## src/wfps_pkg.sv

```systemverilog
// Shared constants, types and state codes for the wall-following steering block.
`timescale 1ns / 1ps
package wfps_pkg;

  localparam int CORDIC_ITERATIONS = 16;
  localparam int CNT_W = $clog2(CORDIC_ITERATIONS);
  localparam int CW = 40;

  localparam int SIN_THETA_Q16 = 56738;
  localparam int COS_THETA_Q16 = 32798;
  localparam int INV_GAIN_Q16 = 39797;
  localparam int NS_PER_SECOND = 1000000000;
  localparam logic [40:0] DTERM_LIMIT = 41'h100_0000_0000;
  localparam logic [32:0] U_TEN = 33'd655360;
  localparam logic [32:0] U_TWENTY = 33'd1310720;
  localparam logic [8:0] SPEED_FAST = 9'd384;
  localparam logic [8:0] SPEED_MID = 9'd256;
  localparam logic [8:0] SPEED_SLOW = 9'd128;

  localparam int PADDR_W = 5;

  typedef enum logic [2:0] {
    REG_PROP_GAIN   = 3'd0,
    REG_DERIV_GAIN  = 3'd1,
    REG_INTEG_GAIN  = 3'd2,
    REG_TARGET_DIST = 3'd3,
    REG_LOOKAHEAD   = 3'd4
  } reg_index_t;

  typedef enum logic [3:0] {
    S_IDLE, S_CORDIC, S_DIST, S_ERR, S_PMUL, S_IMUL, S_DMUL,
    S_NUM, S_MMUL, S_DSTART, S_DWAIT, S_SUM
  } state_t;

  typedef struct packed {
    logic [15:0] prop_gain;
    logic [15:0] deriv_gain;
    logic [31:0] integ_gain;
    logic [15:0] target_distance;
    logic [15:0] lookahead;
  } cfg_t;

  typedef struct packed {
    logic load;
    logic step;
  } cordic_ctrl_t;

  typedef struct packed {
    logic busy;
    logic done;
  } div_status_t;

endpackage

```

## src/wfps_cordic.sv

```systemverilog
// CORDIC vectoring unit, one micro-rotation per cycle while step is set, carrying a second vector along.
`timescale 1ns / 1ps
module wfps_cordic (
  input  logic                          clk,
  input  wfps_pkg::cordic_ctrl_t        ctrl,
  input  logic [wfps_pkg::CNT_W-1:0]    shift,
  input  logic [15:0]                   range_a,
  input  logic [15:0]                   range_b,
  input  logic [15:0]                   lookahead,
  output logic signed [wfps_pkg::CW-1:0] p
);
  import wfps_pkg::*;

  logic signed [CW-1:0] x, y, q;
  logic [CW-1:0] ax_sin, ax_cos, b_sh, l_sh;
  logic signed [CW-1:0] dx, dy, dp, dq;

  assign ax_sin = CW'(range_a) * CW'(SIN_THETA_Q16);
  assign ax_cos = CW'(range_a) * CW'(COS_THETA_Q16);
  assign b_sh = CW'({range_b, 16'd0});
  assign l_sh = CW'({lookahead, 16'd0});

  assign dx = y >>> shift;
  assign dy = x >>> shift;
  assign dp = q >>> shift;
  assign dq = p >>> shift;

  always_ff @(posedge clk) begin
    if (ctrl.load) begin
      x <= $signed(ax_sin);
      y <= $signed(ax_cos) - $signed(b_sh);
      p <= $signed(b_sh);
      q <= $signed(l_sh);
    end else if (ctrl.step) begin
      // Rotate toward y = 0; the second vector follows the same direction.
      if (!y[CW-1]) begin
        x <= x + dx;
        y <= y - dy;
        p <= p + dp;
        q <= q - dq;
      end else begin
        x <= x - dx;
        y <= y + dy;
        p <= p - dp;
        q <= q + dq;
      end
    end
  end
endmodule

```

## config.mk

```make
export PLATFORM = sky130hd
export DESIGN_NAME = wfps_cordic
export DESIGN_NICKNAME = d
export VERILOG_FILES = /design/src/wfps_pkg.sv /design/src/wfps_cordic.sv
export SDC_FILE = /design/constraint.sdc
export NUM_CORES = 2
export LEC_CHECK = 0
export BUFFER_PORTS_ARGS = -buffer_cell sky130_fd_sc_hd__buf_2
export CORE_ASPECT_RATIO = 0.5
export CORE_MARGIN = 5
export CORE_UTILIZATION = 38
export DETAILED_ROUTE_END_ITERATION = 16
export GPL_TIMING_DRIVEN = 0
export PLACE_DENSITY = 0.61
export SYNTH_ARGS = -nofsm -noshare
export SYNTH_HDL_FRONTEND = slang
export SYNTH_SLANG_ARGS = --single-unit
```

## constraint.sdc

```tcl
create_clock -name clk -period 13.7 [get_ports clk]
set_clock_uncertainty 0.2 [all_clocks]
set_input_delay 4.11 -clock clk [delete_from_list [all_inputs] [get_ports clk]]
set_output_delay 4.11 -clock clk [all_outputs]
set_load 0.01 [all_outputs]
```

==> flow_results.org <==
** Status
- Run status :: complete, but fails checks
- Violated checks :: max-capacitance violations, max-slew violations

** Synth
- The share of synthesized area in the top cell type comes to 0.135.
- Counting every instance in the synthesized netlist gives 3813.
- Of the total synthesized cell area, the portion taken by AND, OR, NAND and NOR gates is 0.136.
- Proportion of synthesized flip-flops having asynchronous set or reset :: 0
- Ys flop type :: edfxtp_1
- Of the total synthesized cell area, the portion taken by XOR and XNOR cells is 0.0864.
- Warning count from the yosys run :: 0
- The commonest cells after synthesis are ha_1, nand2_1, a21oi_1.
- Sequential-to-total area share from yosys stat :: 0.127
- Area contributors post-synth :: ha_1, mux4_2, edfxtp_1, fa_1, xnor2_1
- Summed over all instances, the cell type with the most area after synthesis is ha_1.
- Largest family of logic cells by synthesized area :: adder cells
- After synthesis the cells add up to 33300 sq um.
- In the post-synthesis netlist, the cell with the most instances is ha_1.
- Each instance of the synthesized netlist takes up on average 8.72 sq um.
- Mux share of post-synthesis cell area :: 0.191
- Of the total synthesized cell area, the portion taken by full adders, half adders and majority gates is 0.202.
- Counting flops with a built-in enable in the synthesized netlist gives 103.
- Area fraction in compound gates after synthesis :: 0.199
- The netlist uses 97 different library cells.
- Register bit count reported by yosys :: 160
- The number of nets in the synthesized netlist is 4339.

** Timing
- The smallest clock period supported by the final layout is computed as 13.66 ns.
- The number of hold violations in the final report is 0.
- Unrepaired setup endpoints after global routing :: no
- Worst max-slew margin expressed relative to the limit :: -0.0296
- Finish-stage setup viols :: 0
- The count of pins over their slew limit was 52.
- Highest clock frequency the design can meet :: 0.0732 GHz
- For the pin with the worst max-slew slack, the measured transition is 1.54 ns.
- Post-route fraction of the period consumed by the critical path :: 0.997

** Routing
- Residual DRC :: 0
- The pre-antenna-repair detailed-routing pass consisted of 7 iterations.
- The count of nets left with antenna violations once routing finished came out at 0.
- Dividing the detail-routed wire length by the instance count gives 32.7 microns.
- The final layout contains routed wiring with a total length of 167000 microns.
- Detailed router's first-iteration violation count :: 4450
- Ratio of routed vias to standard cells :: 6.59
- Via count of the routed design :: 33.7k

** Clock network
- TritonCTS built the clock tree.
- Clock Path Buffers :: 2
- TritonCTS sink count :: 160
- The number of setup buffers added after CTS is 0.
- The clock reaches the later pin of the worst-skew pair after 0.56 ns.
- Clock-pin slew was measured on the worst setup and hold paths at 0.07 ns.
- Num CTS Buffers :: 17
- Cell at the root of the clock tree :: clkbuf_16
- The H-tree generated during clock tree synthesis spans 4 levels.

** Setup path
- The number of cells on the worst reg-to-reg path is 18.
- Among all stages on the critical path, the largest delay is contributed by buf_1.
- Arrival time worst endpoint :: 13.94 ns
- Family with the most delay on the worst path :: buffers and inverters
- Critical path class :: in -> reg
- STA classifies the critical path endpoint as a register.
- Along the worst path, the maximum fanout reaches 10.
- Required time at the endpoint of the critical path :: 13.98 ns
- Counting both buffers and inverters, the worst setup path holds a total of 11.
- The largest single stage delay on the critical path is 0.94 ns.
- Total number of cells along the worst setup path :: 29
- STA classifies the critical path startpoint as a primary input.
- In this design, the critical path's most frequently occurring cell is buf_4.

** Pwr
- Switching Share :: 0.563
- Sequential share of power :: 0.133
- Worst ir drop on vdd :: 0.169 mV
- The share of total power dissipated in combinational logic is 0.821.
- Internal power consumption :: 4730 uW
- Static Leak :: 0.0156 uW
- Switching component of the power :: 6080 uW
- Clk network pwr share :: 0.047
- For this design the ratio of total power to cell area is 302 nW/um^2.
- Total power for the finished layout comes to 10800 uW.

** Die
- The die is 428 microns wide.
- Starting Density :: 0.385
- The floorplan step set the die height to 219 microns.
- Number of rows created at floorplan :: 76
- Boundary Pins :: 95
- The floorplan step defined a core boundary enclosing 86400 sq um.
- The die covers 93900 sq um.

** Global route
- The number of antenna violations at the first check in global routing came to 9.
- Number of global-route vias before repair :: 31.6k
- The layer flagged by global routing as most heavily used is met2.
- Global routing usage on met1 :: 0.458
- Entering global routing, the biggest net connects 72 pins.
- The first global-routing pass estimated 233000 microns of wire.
- For this run, the total global-route usage over all layers was measured as 0.345.
- GRT met2 Usage :: 0.506
- Met3 track utilization from global routing :: 0.110
- The total overflow left after global routing is 0.

** Cells and area
- Net count, final :: 4444
- Total area of sequential cells :: 4230 sq um
- Final Instance Area :: 35800 sq um
- Synth-to-Final Area Change :: 7.52%
- Final-layout fill cell count :: 8720
- Share of cells above drive strength 1 :: 0.130
- The count of cells in the finished layout, fillers not included, comes to 5108.
- Multi-input combinational cell area :: 27100 sq um

** Place
- Port buffering added 89 buffers.
- Post-Place Cell Area :: 35200 sq um
- Summed over all nets, the half-perimeter wirelength after detailed placement is 133000 microns.
- Final estimated routing congestion in global placement :: 1.07
- Post-placement cell count :: 5073

** Worst hold path
- The path class of the tightest hold or removal check is reg -> reg.
- Number of stages on the worst hold path :: 2

** Run
- Maximum Capacitance Violations :: 5
[tightest hold or removal path, stage by stage, from the launching register on]
cell and delay, ns:
dfxtp_1 0.34, nor2_1 0.09, a211oi_1 0.05
[metrics by stage]
stage	setup WS, ns	setup TNS [ns]	utilization	hold WS, ns
6_report	0.0433	0	0.414	0.334
5_1_grt	0.0387	0	0.414	0.337
4_1_cts	0.228	0	0.414	0.318
3_5_place_dp	-1.73	-47.34	0.407	0.306
3_3_place_gp	-1.80	-51.60	0.407	0.304
2_1_floorplan	2.92	0	-	0.272
[sequential cells by signal, summed over array words and instances (netlist names)]
name,count
q,40
x,40
p,40
y,40
[cell usage in the layout (no fill, tap or decap), drive strengths merged, types with 80 or more instances in the layout]
master and instances:
xnor2 195, xor2 133, inv 276, fa 111, nand3 80, nor2 273, mux2i 112, ha 360
o21ai 249, mux4 190, mux2 82, clkbuf 92, a21o 118, edfxtp 103, a21oi 290, buf 196
nand2 326
[area by class of cell]
| type | count | share of cell area |
|---|---|---|
| Tap cell | 1170 | 0.0409 |
| Multi-Input combinational cell | 3192 | 0.758 |
| Inverter | 277 | 0.0292 |
| Clock buffer | 18 | 0.0120 |
| Timing Repair Buffer | 90 | 0.0132 |
| Sequential cell | 160 | 0.118 |
| Buffer | 180 | 0.0248 |
| Clock inverter | 14 | 0.00329 |
| Antenna cell | 7 | 0.000490 |
[worst paths after layout]
| kind | startpoint | end | slack (ns) |
|---|---|---|---|
| worst max-delay path | shift[0] | p[38]$_SDFFE_PP0P_ | 0.04 |
| worst min-delay path | q[2]$_SDFFE_PP0P_ | q[2]$_SDFFE_PP0P_ | 0.33 |
| worst max register to register | y[39]$_DFFE_PP_ | p[38]$_SDFFE_PP0P_ | 5.13 |
| worst min register to register | q[2]$_SDFFE_PP0P_ | q[2]$_SDFFE_PP0P_ | 0.33 |
[metal layers]
metal / share of wire / wire (microns) / vias to the layer above
met5: 0.000084 / 14 / -
met3: 0.12 / 20200 / 437
met1: 0.41 / 69200 / 16700
met4: 0.053 / 8920 / 2
met2: 0.41 / 68800 / 2155
li1: - / - / 14300
[kinds of logic (layout without fill, tap and decap cells)]
group / count (synthesis) / after routing
buf+inv: 461 / 579
compound gates: 1047 / 1047
fa+ha+maj: 471 / 471
flops: 160 / 160
other cells: 0 / 7
xor+xnor: 328 / 328
simple gates: 962 / 962
mux: 384 / 384
[timing repair]
item | in CTS | in global routing
hold buffers | 0 | 0
endpoints found under the setup margin | 40 | 6
resized for setup | 2 | 0
endpoints found under the hold margin | 0 | 0
[power groups by stage]
stage	sequential, uW	combinational [uW]	clock [uW]
3_3_place_gp	1390	8470	0
3_5_place_dp	1390	8530	0
5_1_grt	1410	9570	527
4_1_cts	1380	8620	515
6_report	1430	8870	506
2_1_floorplan	1080	6370	0
No activity file was read; power rests on OpenSTA's default activity.
