--- src/wfps_pkg.sv ---
// Shared constants, types and state codes for the wall-following steering block.
`timescale 1ns / 1ps
package wfps_pkg;

  localparam int CORDIC_ITERATIONS = 16;
  localparam int CNT_W = $clog2(CORDIC_ITERATIONS);
  localparam int CW = 40;

  localparam int SIN_THETA_Q16 = 56738;
  localparam int COS_THETA_Q16 = 32798;
  localparam int INV_GAIN_Q16 = 39797;
  localparam int NS_PER_SECOND = 1000000000;
  localparam logic [40:0] DTERM_LIMIT = 41'h100_0000_0000;
  localparam logic [32:0] U_TEN = 33'd655360;
  localparam logic [32:0] U_TWENTY = 33'd1310720;
  localparam logic [8:0] SPEED_FAST = 9'd384;
  localparam logic [8:0] SPEED_MID = 9'd256;
  localparam logic [8:0] SPEED_SLOW = 9'd128;

  localparam int PADDR_W = 5;

  typedef enum logic [2:0] {
    REG_PROP_GAIN   = 3'd0,
    REG_DERIV_GAIN  = 3'd1,
    REG_INTEG_GAIN  = 3'd2,
    REG_TARGET_DIST = 3'd3,
    REG_LOOKAHEAD   = 3'd4
  } reg_index_t;

  typedef enum logic [3:0] {
    S_IDLE, S_CORDIC, S_DIST, S_ERR, S_PMUL, S_IMUL, S_DMUL,
    S_NUM, S_MMUL, S_DSTART, S_DWAIT, S_SUM
  } state_t;

  typedef struct packed {
    logic [15:0] prop_gain;
    logic [15:0] deriv_gain;
    logic [31:0] integ_gain;
    logic [15:0] target_distance;
    logic [15:0] lookahead;
  } cfg_t;

  typedef struct packed {
    logic load;
    logic step;
  } cordic_ctrl_t;

  typedef struct packed {
    logic busy;
    logic done;
  } div_status_t;

endpackage

--- src/wfps_regs.sv ---
// APB-style configuration registers.
`timescale 1ns / 1ps
module wfps_regs (
  input  logic                          clk,
  input  logic                          rst,
  input  logic                          psel,
  input  logic                          penable,
  input  logic                          pwrite,
  input  logic [wfps_pkg::PADDR_W-1:0]  paddr,
  input  logic [31:0]                   pwdata,
  output logic [31:0]                   prdata,
  output logic                          pready,
  output wfps_pkg::cfg_t                cfg
);
  import wfps_pkg::*;

  reg_index_t idx;

  assign idx = reg_index_t'(paddr[4:2]);
  assign pready = 1'b1;

  always_ff @(posedge clk) begin
    if (rst) begin
      cfg.prop_gain <= 16'd307;
      cfg.deriv_gain <= 16'd205;
      cfg.integ_gain <= 32'd4295;
      cfg.target_distance <= 16'd256;
      cfg.lookahead <= 16'd51;
    end else if (psel && penable && pwrite) begin
      unique case (idx)
        REG_PROP_GAIN:   cfg.prop_gain <= pwdata[15:0];
        REG_DERIV_GAIN:  cfg.deriv_gain <= pwdata[15:0];
        REG_INTEG_GAIN:  cfg.integ_gain <= pwdata;
        REG_TARGET_DIST: cfg.target_distance <= pwdata[15:0];
        REG_LOOKAHEAD:   cfg.lookahead <= pwdata[15:0];
        default: ;
      endcase
    end
  end

  always_comb begin
    unique case (idx)
      REG_PROP_GAIN:   prdata = {16'd0, cfg.prop_gain};
      REG_DERIV_GAIN:  prdata = {16'd0, cfg.deriv_gain};
      REG_INTEG_GAIN:  prdata = cfg.integ_gain;
      REG_TARGET_DIST: prdata = {16'd0, cfg.target_distance};
      REG_LOOKAHEAD:   prdata = {16'd0, cfg.lookahead};
      default:         prdata = 32'd0;
    endcase
  end
endmodule

--- config.mk ---
export PLATFORM = sky130hd
export DESIGN_NAME = wfps_regs
export DESIGN_NICKNAME = d
export VERILOG_FILES = /design/src/wfps_pkg.sv /design/src/wfps_regs.sv
export SDC_FILE = /design/constraint.sdc
export NUM_CORES = 1
export LEC_CHECK = 0
export ABC_CLOCK_PERIOD_IN_PS = 2700
export BUFFER_PORTS_ARGS = -buffer_cell sky130_fd_sc_hd__buf_2
export CAP_MARGIN = 20
export CORE_ASPECT_RATIO = 2
export CORE_MARGIN = 10
export CORE_UTILIZATION = 49
export DETAILED_ROUTE_END_ITERATION = 8
export HOLD_SLACK_MARGIN = 0.06
export PLACE_DENSITY = 0.8
export RECOVER_POWER = 25
export SYNTH_ARGS = -nofsm -noshare
export SYNTH_HDL_FRONTEND = slang
export SYNTH_SLANG_ARGS = --single-unit
--- constraint.sdc ---
create_clock -name clk -period 2.7 [get_ports clk]
set_input_delay 0.675 -clock clk [delete_from_list [all_inputs] [get_ports clk]]
set_output_delay 0.675 -clock clk [all_outputs]
set_load 0.03 [all_outputs]
==> results.ini, run 1 <==
[power]
clkPwrFrac = 0.454
p_int_mw = 2.47
power.leakage_nw = 2.73
p_switching_mw = 0.691
finalPower_mw = 3.16
peakVddDrop_uv = 360
seqPwrFrac = 0.455
netSwitchingFraction = 0.219
power_frac_comb = 0.092
power_density_nw_per_um2 = 543

[run_status]
outcome = finished, final reports clean

[clock_tree]
clk_transition_reported_paths_ns = 0.06
cts.path.max_buffers = 2
cts-root-buf = clkbuf_16
cts_made_buffers = 9
postCtsSetupRepairBufs = 0
clk_latency_ns = 0.34
cts_hold_buf = 0
ctsResizeCount = 0
cts_sinks = 96
cts_tree = built
htreeDepth = 3

[place]
dpl.hpwl_mm = 10.4
place.gp.congestion = 0.815
io_buffers = 167

[setup_path]
critPathRequiredTime_ns = 2.03
cp_cell_sequence = clkbuf_1 > nor3b_2 > buf_4 > o2bb2ai_1 > a221o_1 > buf_2
crit_buf_inv = 3
path_delay_family = buffers and inverters
rrSetupSlack_ns = 1.88
cp_max_fo = 7
cpPeakStageDelay_ns = 0.25
critPathKind = in -> out
worst_path_max_delay_cell = nor3b_2
cp-start-kind = input pin
endpoint_kind = output pin
crit_arrival_ns = 1.84

[sta]
fmax_mhz = 398
finalSetupViolCount = 0
skew_ns = 0
fin_crit_ns = 2.51
relSlewSlack = 0.482
worstMarginPinSlew_ns = 0.776
holdWs_ns = 0.485
hold_viol = 0
period_share = 0.931
rsz0062_at_grt = no
drv_slew = 0
setup-tns-final_ns = 0

[floorplan]
die_y_um = 157
ios = 171
die_w_um = 88.4
core_sq_um = 9070
dieArea_sq_um = 13900
rows = 49
start_util = 0.505

[synthesis]
seq_area_frac_synth = 0.419
synth_warnings = 0
syn_avg_cell_area_sq_um = 9.84
synth.cell_area_sq_um = 4580
synth_edf_count = 0
syn-num-nets = 508
synth_ff_type = dfxtp_1
async_flop_share = 0
ys_ff_latch = 96
synthCells = 466
ys_types = 28

[layout]
register_area_sq_um = 1920
area_delta_synth_final_pct = 26.7
reg_top3 = cfg: 96 flops
multi_input_area_sq_um = 2440
largest-register = cfg
nNetsFinal = 669
largest_reg_flops = 96
antenna_cells = 0
drive_above_1_share = 0.266
nFillCells = 805

[route]
ant_nets = 0
drt-initial-drc-count = 216
totalWireLength_mm = 13.9
first_pass_iters = 5
wl_per_cell_um = 19.0
drc = 0
via_count = 4002
via_per_inst = 5.46

[min_path]
worstHoldPathType = reg -> reg

[grt]
grt_pass1_vias = 4072
gr-total-overflow = 0
grt.total_usage = 0.195
grt_max_degree = 139
antenna_found_initial = 0
grt_pass1_wl_mm = 21.1

[job]
cap_viol_max_count = 0

==> cells in the final DEF, fill, tap and decap left out <==
cell and count:
buf_2 130, mux2i_1 98, dfxtp_1 96, nand2b_1 95
clkbuf_1 42, nor2_1 32, o21ai_0 16, and2_1 16
nor2b_1 16, buf_4 16, o2bb2ai_1 15, a221o_1 15
o21ai_1 15, clkbuf_16 9, bufinv_16 3, buf_12 3
nand2_1 1, o22ai_1 1, o21a_1 1, nor2_2 1
nor3_2 1, nor3b_2 1, and4b_1 1, nand2_2 1
nand4_2 1, nor3_4 1, or2_1 1, nand3b_1 1
conb_1 1, clkbuf_8 1
==> metrics by stage <==
step                       util  cell area [sq um]  instances  setup WS [ns]
after floorplan               -               4580        466          0.169
after global placement    0.610               5530        718          0.248
after detailed placement  0.610               5530        718          0.231
after CTS                 0.647               5870        733          0.189
after global routing      0.640               5810        733          0.117
final                     0.640               5810        733          0.186
==> final cells by class <==
| class | instances | area share |
|---|---|---|
| clock buffers | 12 | 0.0424 |
| clock inverters | 3 | 0.0155 |
| multi-input cells | 331 | 0.420 |
| flip-flops and latches | 96 | 0.331 |
| well taps | 102 | 0.0220 |
| repair buffers | 189 | 0.169 |
==> power by group through the flow <==
stage	logic, mW	clock network (mW)	registers [mW]
after floorplan	0.168	0	1.49
after global placement	0.287	0	1.47
after detailed placement	0.292	0	1.47
after CTS	0.294	1.45	1.43
after global routing	0.310	1.52	1.44
final	0.289	1.43	1.43
==> worst reg2reg max path: cells and delay by family, from the launching register on <==
| family | cells | cell delay, ns |
|---|---|---|
| flip-flops | 1 | 0.37 |
| AO/OA/AOI/OAI | 2 | 0.21 |
| AND/OR/NAND/NOR | 1 | 0.17 |
==> Yosys cell counts (5+ instances only) <==
cell | number | area [sq um]
a221o_1 | 15 | 150
and2_1 | 16 | 100
buf_2 | 9 | 45.0
buf_4 | 5 | 37.5
buf_6 | 5 | 56.3
clkbuf_1 | 19 | 71.3
dfxtp_1 | 96 | 1920
mux2i_1 | 98 | 981
nand2b_1 | 95 | 594
nor2_1 | 33 | 124
nor2b_1 | 15 | 93.8
o21ai_0 | 16 | 80.1
o21ai_1 | 15 | 75.1
o2bb2ai_1 | 15 | 131
==> final timing paths <==
kind,startpoint,to,depth (start not counted)
max,paddr[4],prdata[13],6
max reg2reg,cfg[29]$_SDFFE_PP0P_,cfg[29]$_SDFFE_PP0P_,3
min,cfg[59]$_SDFFE_PP0P_,cfg[59]$_SDFFE_PP0P_,2
min reg2reg,cfg[59]$_SDFFE_PP0P_,cfg[59]$_SDFFE_PP0P_,2
==> metal layers <==
metal  track usage  vias up  wire (um)
met5             0        -          0
met4        0.0976        0        460
met3        0.0473       32       1010
met2         0.361      154       7430
met1         0.192     1898       5040
li1              -     1918          -
==> cells by family after synthesis <==
| kind of cell | count (synthesis) | share of synthesized area |
|---|---|---|
| AO/OA/AOI/OAI | 63 | 0.0983 |
| flip-flops | 96 | 0.419 |
| buffers and inverters | 39 | 0.0491 |
| multiplexers | 98 | 0.214 |
| other | 1 | 0.000818 |
| AND/OR/NAND/NOR | 169 | 0.218 |
(Power assumes the default switching activity.)
==> run 2: changes to the inputs <==
--- a/config.mk
+++ b/config.mk
@@ -8,12 +8,10 @@
 export ABC_CLOCK_PERIOD_IN_PS = 2700
 export BUFFER_PORTS_ARGS = -buffer_cell sky130_fd_sc_hd__buf_2
 export CAP_MARGIN = 20
-export CORE_ASPECT_RATIO = 2
 export CORE_MARGIN = 10
-export CORE_UTILIZATION = 49
+export CORE_UTILIZATION = 25
 export DETAILED_ROUTE_END_ITERATION = 8
 export HOLD_SLACK_MARGIN = 0.06
-export PLACE_DENSITY = 0.8
 export RECOVER_POWER = 25
 export SYNTH_ARGS = -nofsm -noshare
 export SYNTH_HDL_FRONTEND = slang
==> run 2 against run 1 <==
Effect of this change:
- clock-buffer cell count increased by 1
- via count decreased by 3.4%
- combinational power grew 4%
- cell area grew 2.5%
- worst hold slack improved by 0.0026 ns
- critical path depth stayed put
- cell count increased by 18%
- clock power shrank 11%
- largest power group unchanged
==> results.ini, run 2 (same netlist as run 1, synthesis figures left out) <==
[route]
drt-initial-drc-count = 159
drc = 0
via_count = 3865
totalWireLength_mm = 15.4
via_per_inst = 4.47
ant_nets = 0
first_pass_iters = 4
wl_per_cell_um = 17.8

[sta]
worstMarginPinSlew_ns = 0.818
rsz0062_at_grt = no
setup-tns-final_ns = 0
hold_viol = 0
finalSetupViolCount = 0
skew_ns = 0
period_share = 0.940
fin_crit_ns = 2.54
relSlewSlack = 0.455
drv_slew = 0
fmax_mhz = 394

[grt]
antenna_found_initial = 0
grt_max_degree = 53
grt_pass1_wl_mm = 23.7
gr-total-overflow = 0
grt.total_usage = 0.126
grt_pass1_vias = 4013

[floorplan]
core_sq_um = 18000
rows = 49
die_w_um = 155
dieArea_sq_um = 24100
start_util = 0.254
ios = 171
die_y_um = 155

[power]
power.leakage_nw = 2.69
peakVddDrop_uv = 283
power_density_nw_per_um2 = 505

[setup_path]
r2r-end = cfg[18]$_SDFFE_PP0P_
cp_cell_sequence = buf_2 > buf_4 > mux2i_1 > o2bb2ai_1 > a221o_1 > buf_2
path_delay_family = buffers and inverters
critPathKind = in -> out
cp_max_fo = 7
critPathRequiredTime_ns = 2.03
cp-start-kind = input pin
timing.rr.start = cfg[18]$_SDFFE_PP0P_
crit_arrival_ns = 1.86
rrSetupSlack_ns = 1.94
endpoint_kind = output pin
reg2reg_depth = 3
cpPeakStageDelay_ns = 0.27
cp_common_cell = buf_2
worst_path_max_delay_cell = a221o_1
crit_buf_inv = 3

[layout]
layout_commonest_cell = buf_2
drive_above_1_share = 0.247
layout_common_cells = buf_2, mux2i_1, dfxtp_1
postLayoutCellArea_sq_um = 5950
antenna_cells = 0
final_core_util = 0.330
largest-register = cfg
multi_input_area_sq_um = 2450
register_area_sq_um = 1920
nFillCells = 1932
nNetsFinal = 672
area_delta_synth_final_pct = 29.9
reg_top3 = cfg: 96 flops
largest_reg_flops = 96

[clock_tree]
postCtsSetupRepairBufs = 0
cts_tree = built
cts_sinks = 96
ctsResizeCount = 0
cts_hold_buf = 0
cts-root-buf = clkbuf_16
clk_transition_reported_paths_ns = 0.07
cts_made_buffers = 9
cts.path.max_buffers = 2
htreeDepth = 3
clk_latency_ns = 0.34

[place]
io_buffers = 167
postPlaceCellArea_sq_um = 5740
dpl.hpwl_mm = 11.4
place.gp.congestion = 0.749

[job]
cap_viol_max_count = 0

[min_path]
holdPathStages = 2
min_from = cfg[58]$_SDFFE_PP0P_
min_to = cfg[58]$_SDFFE_PP0P_
worstHoldPathType = reg -> reg

[run_status]
outcome = finished, final reports clean

-- run 2: cell count changes in the layout (fill, tap and decap cells not counted), moves of 2 or more --
cell | before | now
buf_2 | 130 | 112
buf_4 | 16 | 22
bufinv_16 | 3 | 1
clkbuf_1 | 42 | 58
-- run 2: where the power goes --
group          internal (mW)  leakage, nW  switching (mW)
Combinational          0.118         1.78           0.183
Sequential              1.43        0.775         0.00846
Clock                  0.719        0.134           0.551
Total                   2.26         2.69           0.743
-- run 2: cell type report --
type,count,share of cell area
Tap cell,229,0.0481
Clock inverter,3,0.00714
Timing Repair Buffer,192,0.169
Sequential cell,96,0.323
Multi-Input combinational cell,331,0.412
Clock buffer,13,0.0403
-- run 2: worst max-delay path by stage --
stage                  to  slack, ns  cells after the start      from
3_3_place_gp    prdata[4]       0.13                      6  paddr[3]
2_1_floorplan   prdata[0]       0.17                      5  paddr[2]
4_1_cts         prdata[4]       0.13                      6  paddr[3]
3_5_place_dp    prdata[4]       0.14                      6  paddr[3]
5_1_grt        prdata[21]       0.07                      7  paddr[4]
6_report       prdata[15]       0.16                      6  paddr[3]
-- run 2: metal layers --
metal | wire length [um] | GRT usage
met5 | 0 | 0
met4 | 164 | 0.0330
met3 | 1460 | 0.0466
met2 | 6640 | 0.191
met1 | 7130 | 0.163
-- run 2: metrics by stage --
stage / instances / setup slack (ns) / total power, mW / hold slack, ns
floorplan: 466 / 0.169 / 1.65 / 0.603
finish: 864 / 0.161 / 3.01 / 0.487
global route: 864 / 0.0707 / 3.14 / 0.511
detailed placement: 848 / 0.136 / 1.77 / 0.473
global placement: 848 / 0.133 / 1.77 / 0.468
CTS: 864 / 0.134 / 3.06 / 0.487
-- run 2: tightest hold or removal path: stages, from the launching register on --
cell and delay, ns:
dfxtp_1 0.32, nand2b_1 0.06, mux2i_1 0.06
