File: src/wfps_pkg.sv
// Shared constants, types and state codes for the wall-following steering block.
`timescale 1ns / 1ps
package wfps_pkg;

  localparam int CORDIC_ITERATIONS = 16;
  localparam int CNT_W = $clog2(CORDIC_ITERATIONS);
  localparam int CW = 40;

  localparam int SIN_THETA_Q16 = 56738;
  localparam int COS_THETA_Q16 = 32798;
  localparam int INV_GAIN_Q16 = 39797;
  localparam int NS_PER_SECOND = 1000000000;
  localparam logic [40:0] DTERM_LIMIT = 41'h100_0000_0000;
  localparam logic [32:0] U_TEN = 33'd655360;
  localparam logic [32:0] U_TWENTY = 33'd1310720;
  localparam logic [8:0] SPEED_FAST = 9'd384;
  localparam logic [8:0] SPEED_MID = 9'd256;
  localparam logic [8:0] SPEED_SLOW = 9'd128;

  localparam int PADDR_W = 5;

  typedef enum logic [2:0] {
    REG_PROP_GAIN   = 3'd0,
    REG_DERIV_GAIN  = 3'd1,
    REG_INTEG_GAIN  = 3'd2,
    REG_TARGET_DIST = 3'd3,
    REG_LOOKAHEAD   = 3'd4
  } reg_index_t;

  typedef enum logic [3:0] {
    S_IDLE, S_CORDIC, S_DIST, S_ERR, S_PMUL, S_IMUL, S_DMUL,
    S_NUM, S_MMUL, S_DSTART, S_DWAIT, S_SUM
  } state_t;

  typedef struct packed {
    logic [15:0] prop_gain;
    logic [15:0] deriv_gain;
    logic [31:0] integ_gain;
    logic [15:0] target_distance;
    logic [15:0] lookahead;
  } cfg_t;

  typedef struct packed {
    logic load;
    logic step;
  } cordic_ctrl_t;

  typedef struct packed {
    logic busy;
    logic done;
  } div_status_t;

endpackage

File: src/wfps_divider.sv
// Restoring divider, one quotient bit per cycle, 64 by 32 bits unsigned.
`timescale 1ns / 1ps
module wfps_divider (
  input  logic                  clk,
  input  logic                  rst,
  input  logic                  start,
  input  logic [63:0]           dividend,
  input  logic [31:0]           divisor,
  output logic [63:0]           quotient,
  output wfps_pkg::div_status_t status
);
  import wfps_pkg::*;

  logic [32:0] rem;
  logic [5:0]  cnt;
  logic [32:0] trial;
  logic        fits;

  assign trial = {rem[31:0], quotient[63]};
  assign fits = trial >= {1'b0, divisor};

  always_ff @(posedge clk) begin
    if (rst) begin
      status <= '0;
      cnt <= '0;
    end else begin
      status.done <= 1'b0;
      if (start) begin
        status.busy <= 1'b1;
        cnt <= '0;
      end else if (status.busy) begin
        cnt <= cnt + 6'd1;
        if (cnt == 6'd63) begin
          status.busy <= 1'b0;
          status.done <= 1'b1;
        end
      end
    end
  end

  always_ff @(posedge clk) begin
    if (start) begin
      rem <= '0;
      quotient <= dividend;
    end else if (status.busy) begin
      rem <= fits ? trial - {1'b0, divisor} : trial;
      quotient <= {quotient[62:0], fits};
    end
  end
endmodule

File: config.mk
export PLATFORM = sky130hd
export DESIGN_NAME = wfps_divider
export DESIGN_NICKNAME = d
export VERILOG_FILES = /design/src/wfps_pkg.sv /design/src/wfps_divider.sv
export SDC_FILE = /design/constraint.sdc
export NUM_CORES = 1
export LEC_CHECK = 0
export ABC_CLOCK_PERIOD_IN_PS = 3500
export BUFFER_PORTS_ARGS = -buffer_cell sky130_fd_sc_hd__buf_4
export CAP_MARGIN = 20
export CORE_MARGIN = 5
export CORE_UTILIZATION = 39
export CTS_CLUSTER_DIAMETER = 30
export DETAILED_ROUTE_END_ITERATION = 12
export PLACE_DENSITY_LB_ADDON = 0.15
export SLEW_MARGIN = 10
export SYNTH_ARGS = -nofsm -noshare
export SYNTH_HDL_FRONTEND = slang
export SYNTH_SLANG_ARGS = --single-unit
File: constraint.sdc
create_clock -name clk -period 3.5 [get_ports clk]
set_input_delay 0.175 -clock clk [delete_from_list [all_inputs] [get_ports clk]]
set_output_delay 0.175 -clock clk [all_outputs]
set_load 0.03 [all_outputs]
==> results.sh, run 1 <==
export IMPL_hold_buffers=1
export IMPL_row_count=47
export IMPL_finalSetupViolCount=0
export IMPL_rsz0062_at_grt="no"
export IMPL_synth_top_area_share=0.2952
export IMPL_dp_hpwl_um=12160
export IMPL_routed_via_density=5.212
export IMPL_report_final_slew_viol_count=0
export IMPL_grt_pass1_vias=5486
export IMPL_hold_viol=0
export IMPL_route_vias_total=5269
export IMPL_vdd_drop_max_mv=0.2894
export IMPL_wl_um=16250
export IMPL_synth_seq_area_share=0.4181
export IMPL_cts_sinks=104
export IMPL_cts_setup_buffers=0
export IMPL_cts_buffer_depth=2
export IMPL_cp_start_kind="register"
export IMPL_netlist_top_cells_count="edfxtp_1 (64), mux2_2 (64), nand2_1 (64), nor2_1 (53), inv_1 (41)"
export IMPL_cp_arrival_ns=3.15
export IMPL_run_status="complete, no violations"
export IMPL_syn_avg_cell_area_um2=10.17
export IMPL_drive_above_1_share=0.3692
export IMPL_syn_area_um2=6511
export IMPL_period_share=0.8682
export IMPL_max_freq_ghz=0.3291
export IMPL_power_density_nw_per_um2=426.5
export IMPL_yosysUniqueCellTypes=58
export IMPL_nets=919
export IMPL_cp_depth=8
export IMPL_synth_main_ff_cell="edfxtp_1"
export IMPL_fin_setup_tns_ns=0
export IMPL_crit_family="compound AO/OA/AOI/OAI gates"
export IMPL_post_dp_cell_area_um2=7896
export IMPL_ant_nets=0
export IMPL_netlist_instances=640
export IMPL_async_reset_ff_frac=0
export IMPL_post_route_drc_count=0
export IMPL_core_um2=16470
export IMPL_grt_pass1_wl_um=26920
export IMPL_skew_ns=0.01044
export IMPL_synth_edf_count=64
export IMPL_die_x_um=139.2
export IMPL_hold_class="in -> reg"
export IMPL_ys_ff_latch=104
export IMPL_cp_buffers_inverters=0
export IMPL_p_leak_nw=3.427
export IMPL_hp_start="dividend[13]"
export IMPL_worstPathMaxFanout=22
export IMPL_n_antenna_cell=0
export IMPL_critPathCapture="quotient[0]"
export IMPL_die_y_um=139.2
export IMPL_cts_root_buf="clkbuf_16"
export IMPL_htree_levels=3
export IMPL_min_period_ns=3.039
export IMPL_track_usage=0.1654
export IMPL_place_congestion=0.8328
export IMPL_cts_tree="done"
export IMPL_slew_headroom=0.4658
export IMPL_worst_r2r_cell_count=8
export IMPL_cts_made_buffers=9
export IMPL_ys_warn_count=0
export IMPL_crit_start="rem[5]"
export IMPL_critPathKind="reg -> reg"
export IMPL_wl_per_cell_um=16.07
export IMPL_reg2reg_to="quotient[0]"
export IMPL_drtPass1Iterations=4
export IMPL_timing_rr_start="rem[5]"
export IMPL_antenna_found_initial=0
export IMPL_grt_max_degree=69
export IMPL_fin_area_um2=8215
export IMPL_ios=165
export IMPL_max_stage_delay_ns=0.49
export IMPL_initial_utilization=0.3954
export IMPL_clock_latency_ns=0.35
export IMPL_syn_nets=773
export IMPL_grt_remaining_overflow=0
export IMPL_r2r_slack_ns=0.46
export IMPL_maxCapViolCount=0
export IMPL_yosys_area_top_type="edfxtp_1"
export IMPL_port_buffers=164
export IMPL_tightestPinTransition_ns=0.8014
export IMPL_critical_path_slowest_cell="o41a_4"
export IMPL_area_growth_pct=26.17
export IMPL_crit_chain="ha_1 > a21oi_1 > nand2_1 > o2111ai_1 > a21oi_2 > o41a_4 > a31o_2 > mux2_2"
export IMPL_required_ns=3.61
export IMPL_dieArea_um2=19380
export IMPL_first_iter_violations=272
export IMPL_clkTransAtPathRegs_ns=0.08
export IMPL_endpoint_kind="register"
export IMPL_cts_resized=0
export IMPL_synth_area_leaders="edfxtp_1 (30%), dfxtp_1 (12%), mux2_2 (11%), ha_1 (6.3%), a311oi_2 (5.1%)"
export IMPL_whs_path_depth=2
## sequential cells by signal (all words and copies together) (netlist names)
name / flops
rem: 32
cnt: 6
status: 2
quotient: 64
## report_power, final
part	switching (mW)	total [mW]	internal, mW
Combinational	0.520	0.926	0.406
Sequential	0.0663	1.49	1.43
Clock	0.513	1.08	0.572
Total	1.10	3.50	2.41
## layout make-up
type,instances,area (µm²)
repair buffers,170,1291
clock buffers,9,225.2
clock inverters,7,83.83
multi-input cells,460,3462
flip-flops and latches,104,2724
inverters,41,153.9
well taps,220,275.3
fillers,1551,8250
## metal layers
layer | wire length [µm] | vias up | global-route usage | part of all wire
li1 | - | 2631 | - | -
met1 | 7097 | 2509 | 0.2025 | 0.44
met2 | 7887 | 116 | 0.2838 | 0.49
met3 | 1102 | 13 | 0.05832 | 0.068
met4 | 160 | 0 | 0.03296 | 0.0098
met5 | 0 | - | 0 | 0
## cells in the final DEF (no fill, tap or decap), drive strengths merged, types with 3 or more instances in the layout
cell,Yosys,routed
dfxtp,40,40
nand2b,15,15
nand4,10,10
o21ai,23,23
nand3,8,8
buf,10,169
mux2,64,64
clkbuf,25,9
and3,3,3
a311oi,23,23
nor2b,7,7
nor2,53,53
nand2,65,65
or3,6,6
nor3,8,8
a21o,15,15
nor3b,9,9
o31ai,5,5
xnor2,18,18
edfxtp,64,64
ha,33,33
a21oi,42,42
or2,4,4
a211oi,6,6
xor2,9,9
inv,41,45
## worst min path at each step
stage | end
CTS | quotient[14]
detailed placement | status[1]
finish | quotient[13]
floorplan | status[1]
global route | quotient[46]
global placement | status[1]
## metrics by stage
stage	hold slack, ns	std cells	power [mW]	worst slack, ns	utilization
after floorplan	0.2474	640	2.133	0.6939	-
after global placement	0.3336	994	2.437	0.5618	0.4796
after detailed placement	0.3401	994	2.448	0.4885	0.4796
after CTS	0.09845	1011	3.545	0.4677	0.4989
after global routing	0.09908	1011	3.677	0.2387	0.4989
final	0.1141	1011	3.504	0.4612	0.4989
## cells by family after synthesis
family	synth area share
AND/OR/NAND/NOR	0.1439
AO/OA/AOI/OAI	0.1712
flip-flops	0.4181
multiplexers	0.1138
XOR/XNOR	0.03632
buffers and inverters	0.05015
adder cells (fa/ha/maj)	0.06649
No activity file was read; power rests on OpenSTA's default activity.
==> run 2, diff against run 1 <==
--- a/config.mk
+++ b/config.mk
@@ -13,6 +13,7 @@
 export CTS_CLUSTER_DIAMETER = 30
 export DETAILED_ROUTE_END_ITERATION = 12
 export PLACE_DENSITY_LB_ADDON = 0.15
+export REMOVE_ABC_BUFFERS = 1
 export SLEW_MARGIN = 10
 export SYNTH_ARGS = -nofsm -noshare
 export SYNTH_HDL_FRONTEND = slang
==> results.sh, run 2 (synthesized netlist as in run 1, its figures left out) <==
export IMPL_run_status="complete, no violations"
export IMPL_hold_viol=0
export IMPL_vdd_drop_max_mv=0.2283
export IMPL_cts_made_buffers=9
export IMPL_report_final_slew_viol_count=0
export IMPL_cts_resized=0
export IMPL_max_freq_ghz=0.3374
export IMPL_cts_buffer_depth=2
export IMPL_max_stage_delay_ns=0.54
export IMPL_skew_ns=0.008976
export IMPL_clkTransAtPathRegs_ns=0.08
export IMPL_worst_r2r_cell_count=8
export IMPL_internal_power_mw=2.337
export IMPL_row_count=47
export IMPL_critPathKind="reg -> reg"
export IMPL_place_congestion=0.8231
export IMPL_post_route_drc_count=0
export IMPL_hp_start="dividend[21]"
export IMPL_dieArea_um2=19380
export IMPL_area_growth_pct=25.96
export IMPL_ant_nets=0
export IMPL_fin_setup_tns_ns=0
export IMPL_slew_headroom=0.4077
export IMPL_required_ns=3.60
export IMPL_route_vias_total=5137
export IMPL_whs_endpoint="quotient[21]"
export IMPL_power_frac_comb=0.272
export IMPL_final_cell_mix="buf_4 (169), mux2_2 (64), nand2_1 (64), edfxtp_1 (64), nor2_1 (53)"
export IMPL_largest_register_ffs=64
export IMPL_reg_top3="quotient (64), rem (32), cnt (6)"
export IMPL_critical_path_slowest_cell="o41a_4"
export IMPL_hold_class="in -> reg"
export IMPL_final_common_cell="buf_4"
export IMPL_sequentialPowerShare=0.435
export IMPL_die_y_um=139.2
export IMPL_ios=165
export IMPL_grt_remaining_overflow=0
export IMPL_timing_rr_start="rem[17]"
export IMPL_cp_buffers_inverters=0
export IMPL_first_iter_violations=334
export IMPL_routed_via_density=5.076
export IMPL_htree_levels=3
export IMPL_crit_family="compound AO/OA/AOI/OAI gates"
export IMPL_period_share=0.8468
export IMPL_p_leak_nw=3.416
export IMPL_top_register="quotient"
export IMPL_path_common_cell="a21o_1"
export IMPL_dp_hpwl_um=12100
export IMPL_tightestPinTransition_ns=0.8884
export IMPL_wl_um=16070
export IMPL_finalSetupViolCount=0
export IMPL_drtPass1Iterations=4
export IMPL_rsz0062_at_grt="no"
export IMPL_worstPathMaxFanout=22
export IMPL_nets=920
export IMPL_clock_latency_ns=0.34
export IMPL_fillers=1599
export IMPL_initial_utilization=0.3954
export IMPL_cts_sinks=104
export IMPL_grt_pass1_vias=5136
export IMPL_dpl_worst_slack_ns=0.5409
export IMPL_power_density_nw_per_um2=416.3
export IMPL_drive_above_1_share=0.3687
export IMPL_maxCapViolCount=0
export IMPL_endpoint_kind="register"
export IMPL_whs_path_depth=2
export IMPL_core_um2=16470
export IMPL_cts_root_buf="clkbuf_16"
export IMPL_track_usage=0.1588
export IMPL_clkPwrFrac=0.292
export IMPL_p_sw_mw=1.077
export IMPL_grt_pass1_wl_um=25690
export IMPL_crit_chain="ha_1 > a21o_1 > a21o_1 > a21oi_2 > nand2b_1 > o41a_4 > a31o_2 > mux2_2"
export IMPL_n_antenna_cell=0
export IMPL_min_period_ns=2.964
export IMPL_cts_tree="done"
export IMPL_switching_share=0.3155
export IMPL_cp_start_kind="register"
export IMPL_port_buffers=164
export IMPL_cp_arrival_ns=3.07
export IMPL_grt_max_degree=75
export IMPL_antenna_found_initial=0
export IMPL_reg2reg_to="quotient[0]"
export IMPL_setup_ws_ns=0.5361
export IMPL_r2r_slack_ns=0.54
export IMPL_wl_per_cell_um=15.88
export IMPL_die_x_um=139.2
[run 2: layer usage]
metal / up-vias / track usage / part of all wire
li1: 2622 / - / -
met1: 2401 / 0.1990 / 0.44
met2: 103 / 0.2767 / 0.50
met3: 11 / 0.03396 / 0.046
met4: 0 / 0.04583 / 0.016
met5: - / 0 / 0
[run 2: worst max-delay path by stage]
stage | cells after the start | to | from | slack, ns
final | 8 | quotient[0] | rem[17] | 0.54
after global routing | 8 | rem[15] | rem[11] | 0.32
after CTS | 8 | quotient[0] | rem[5] | 0.53
after detailed placement | 10 | quotient[0] | divisor[6] | 0.54
after global placement | 10 | quotient[0] | divisor[6] | 0.57
after floorplan | 1 | quotient[0] | status[1] | 0.08
[run 2: stage by stage]
step	area, µm²	power, mW	hold WS (ns)	util	std cells
after floorplan	6339	2.105	0.2429	-	605
after global placement	7904	2.433	0.3438	0.4800	995
after detailed placement	7904	2.446	0.3398	0.4800	995
after CTS	8202	3.455	0.1105	0.4981	1012
after global routing	8202	3.574	0.1116	0.4981	1012
final	8202	3.414	0.1238	0.4981	1012
[run 2: cell type report]
type	count	area (µm²)	area share
flip-flops and latches	104	2724	0.3321
clock inverters	6	58.81	0.007170
repair buffers	171	1299	0.1584
multi-input cells	460	3462	0.4221
well taps	220	275.3	0.03356
inverters	41	153.9	0.01876
clock buffers	10	229.0	0.02792
[run 2: repair_timing]
item / CTS / global route
hold endpoints to repair: 1 / 0
hold buffers: 1 / 0
buffers inserted: 0 / 0
[run 2: worst reg2reg max path, cell delays in order, from the launching register on]
cell and delay, ns:
dfxtp_1 0.34, ha_1 0.40, a21o_1 0.23, a21o_1 0.20
a21oi_2 0.16, nand2b_1 0.09, o41a_4 0.54, a31o_2 0.44
mux2_2 0.33
[run 2: power by group through the flow]
stage | sequential, mW | combinational [mW] | clock, mW
finish | 1.49 | 0.930 | 0.998
global placement | 1.51 | 0.923 | 0
global route | 1.50 | 1.01 | 1.06
CTS | 1.49 | 0.936 | 1.03
detailed placement | 1.51 | 0.932 | 0
floorplan | 1.68 | 0.426 | 0
==> run 3, diff against run 2 <==
--- a/config.mk
+++ b/config.mk
@@ -5,7 +5,7 @@
 export SDC_FILE = /design/constraint.sdc
 export NUM_CORES = 1
 export LEC_CHECK = 0
-export ABC_CLOCK_PERIOD_IN_PS = 3500
+export ABC_CLOCK_PERIOD_IN_PS = 3000
 export BUFFER_PORTS_ARGS = -buffer_cell sky130_fd_sc_hd__buf_4
 export CAP_MARGIN = 20
 export CORE_MARGIN = 5
==> constraint.sdc (replaced) <==
create_clock -name clk -period 3 [get_ports clk]
set_input_delay 0.15 -clock clk [delete_from_list [all_inputs] [get_ports clk]]
set_output_delay 0.15 -clock clk [all_outputs]
set_load 0.03 [all_outputs]
==> results.sh, run 3 (synthesized netlist as in run 1, its figures left out) <==
export IMPL_run_status="complete, no violations"
export IMPL_wl_per_cell_um=15.84
export IMPL_endpoint_kind="register"
export IMPL_grt_remaining_overflow=0
export IMPL_finalSetupViolCount=0
export IMPL_slew_headroom=0.6379
export IMPL_clkTransAtPathRegs_ns=0.08
export IMPL_nets=933
export IMPL_dieArea_um2=19380
export IMPL_first_iter_violations=270
export IMPL_reg_top3="quotient (64), rem (32), cnt (6)"
export IMPL_clock_latency_ns=0.35
export IMPL_core_um2=16470
export IMPL_top_layer_used="met4"
export IMPL_met1Wirelength_um=7079
export IMPL_ios=165
export IMPL_post_place_cells=1008
export IMPL_place_congestion=0.7966
export IMPL_tightestPinTransition_ns=0.5431
export IMPL_grt_pass1_vias=5281
export IMPL_grt_max_degree=46
export IMPL_htree_levels=3
export IMPL_maxCapViolCount=0
export IMPL_antenna_found_initial=0
export IMPL_cp_buffers_inverters=1
export IMPL_largest_register_ffs=64
export IMPL_initial_utilization=0.3954
export IMPL_fillers=1586
export IMPL_fin_setup_tns_ns=0
export IMPL_cts_buffer_depth=2
export IMPL_ant_nets=0
export IMPL_final_cell_mix="buf_4 (182), mux2_2 (64), nand2_1 (64), edfxtp_1 (64), nor2_1 (53)"
export IMPL_report_final_slew_viol_count=0
export IMPL_cts_made_buffers=9
export IMPL_die_y_um=139.2
export IMPL_worstPathMaxFanout=14
export IMPL_vdd_drop_max_mv=0.2696
export IMPL_crit_family="simple AND/OR/NAND/NOR gates"
export IMPL_routed_via_density=5.137
export IMPL_n_antenna_cell=0
export IMPL_cts_root_buf="clkbuf_16"
export IMPL_final_common_cell="buf_4"
export IMPL_dp_hpwl_um=12490
export IMPL_power_mw=4.011
export IMPL_cts_sinks=104
export IMPL_grt_pass1_wl_um=25900
export IMPL_crit_chain="ha_1 > nand2_1 > or3_1 > a21oi_2 > o41a_4 > a31oi_4 > buf_4 > or4b_2 > o311ai_0"
export IMPL_period_share=0.9419
export IMPL_critical_path_slowest_cell="or4b_2"
export IMPL_area_growth_pct=28.36
export IMPL_power_density_nw_per_um2=479.9
export IMPL_fin_cells=1025
export IMPL_row_count=47
export IMPL_p_leak_nw=3.483
export IMPL_rsz0062_at_grt="no"
export IMPL_required_ns=3.24
export IMPL_cts_tree="done"
export IMPL_final_util=0.5076
export IMPL_cp_arrival_ns=3.07
export IMPL_top_register="quotient"
export IMPL_drtPass1Iterations=4
export IMPL_wl_met3_um=706
export IMPL_cp_start_kind="register"
export IMPL_die_x_um=139.2
export IMPL_max_freq_ghz=0.3539
export IMPL_wl_met2_um=8156
export IMPL_max_stage_delay_ns=0.60
export IMPL_hold_class="in -> reg"
export IMPL_post_route_drc_count=0
export IMPL_wl_um=16240
export IMPL_route_vias_total=5265
export IMPL_port_buffers=164
export IMPL_skew_ns=0.005729
export IMPL_cts_setup_buffers=0
export IMPL_track_usage=0.1616
export IMPL_drive_above_1_share=0.3901
export IMPL_min_period_ns=2.826
export IMPL_hold_viol=0
export IMPL_critPathKind="reg -> reg"
## run 3: what timing repair did
action / CTS / global route
hold buffers: 1 / 0
resized for setup: 0 / 11
hold endpoints to repair: 1 / 0
endpoints found under the setup margin: 0 / 5
## run 3: routing by layer
metal	vias up	GRT usage
li1	2650	-
met5	-	0
met2	101	0.2784
met3	20	0.03533
met4	0	0.05355
met1	2494	0.2016
## run 3: layout make-up
type                       count  area (µm²)  share of cell area
tap                          220       275.3             0.03293
timing repair buffer         184        1396              0.1671
clock buffer                   9       225.2             0.02695
multi-input combinational    460        3523              0.4216
sequential                   104        2724              0.3259
inverter                      41       153.9             0.01841
clock inverter                 7       60.06            0.007186
## run 3: worst paths after layout
| kind | depth (start not counted) | start | endpoint | slack, ns |
|---|---|---|---|---|
| max reg2reg | 9 | rem[15] | rem[1] | 0.17 |
| min | 2 | dividend[17] | quotient[17] | 0.1 |
| max | 9 | rem[15] | rem[1] | 0.17 |
| min reg2reg | 2 | rem[2] | rem[3] | 0.52 |
## run 3: through the flow
| stage | instance area, µm² | setup WS (ns) | hold slack, ns |
|---|---|---|---|
| after floorplan | 6339 | -0.4233 | 0.2179 |
| after global placement | 8001 | 0.2030 | 0.3136 |
| after detailed placement | 8001 | 0.1697 | 0.3130 |
| after CTS | 8297 | 0.1270 | 0.08074 |
| after global routing | 8358 | 0.006068 | 0.08338 |
| final | 8358 | 0.1744 | 0.09560 |
## run 3: report_power, final
group          total, mW  switching, mW  internal, mW
clock network       1.16          0.579         0.582
registers           1.74         0.0754          1.66
logic               1.11          0.615         0.494
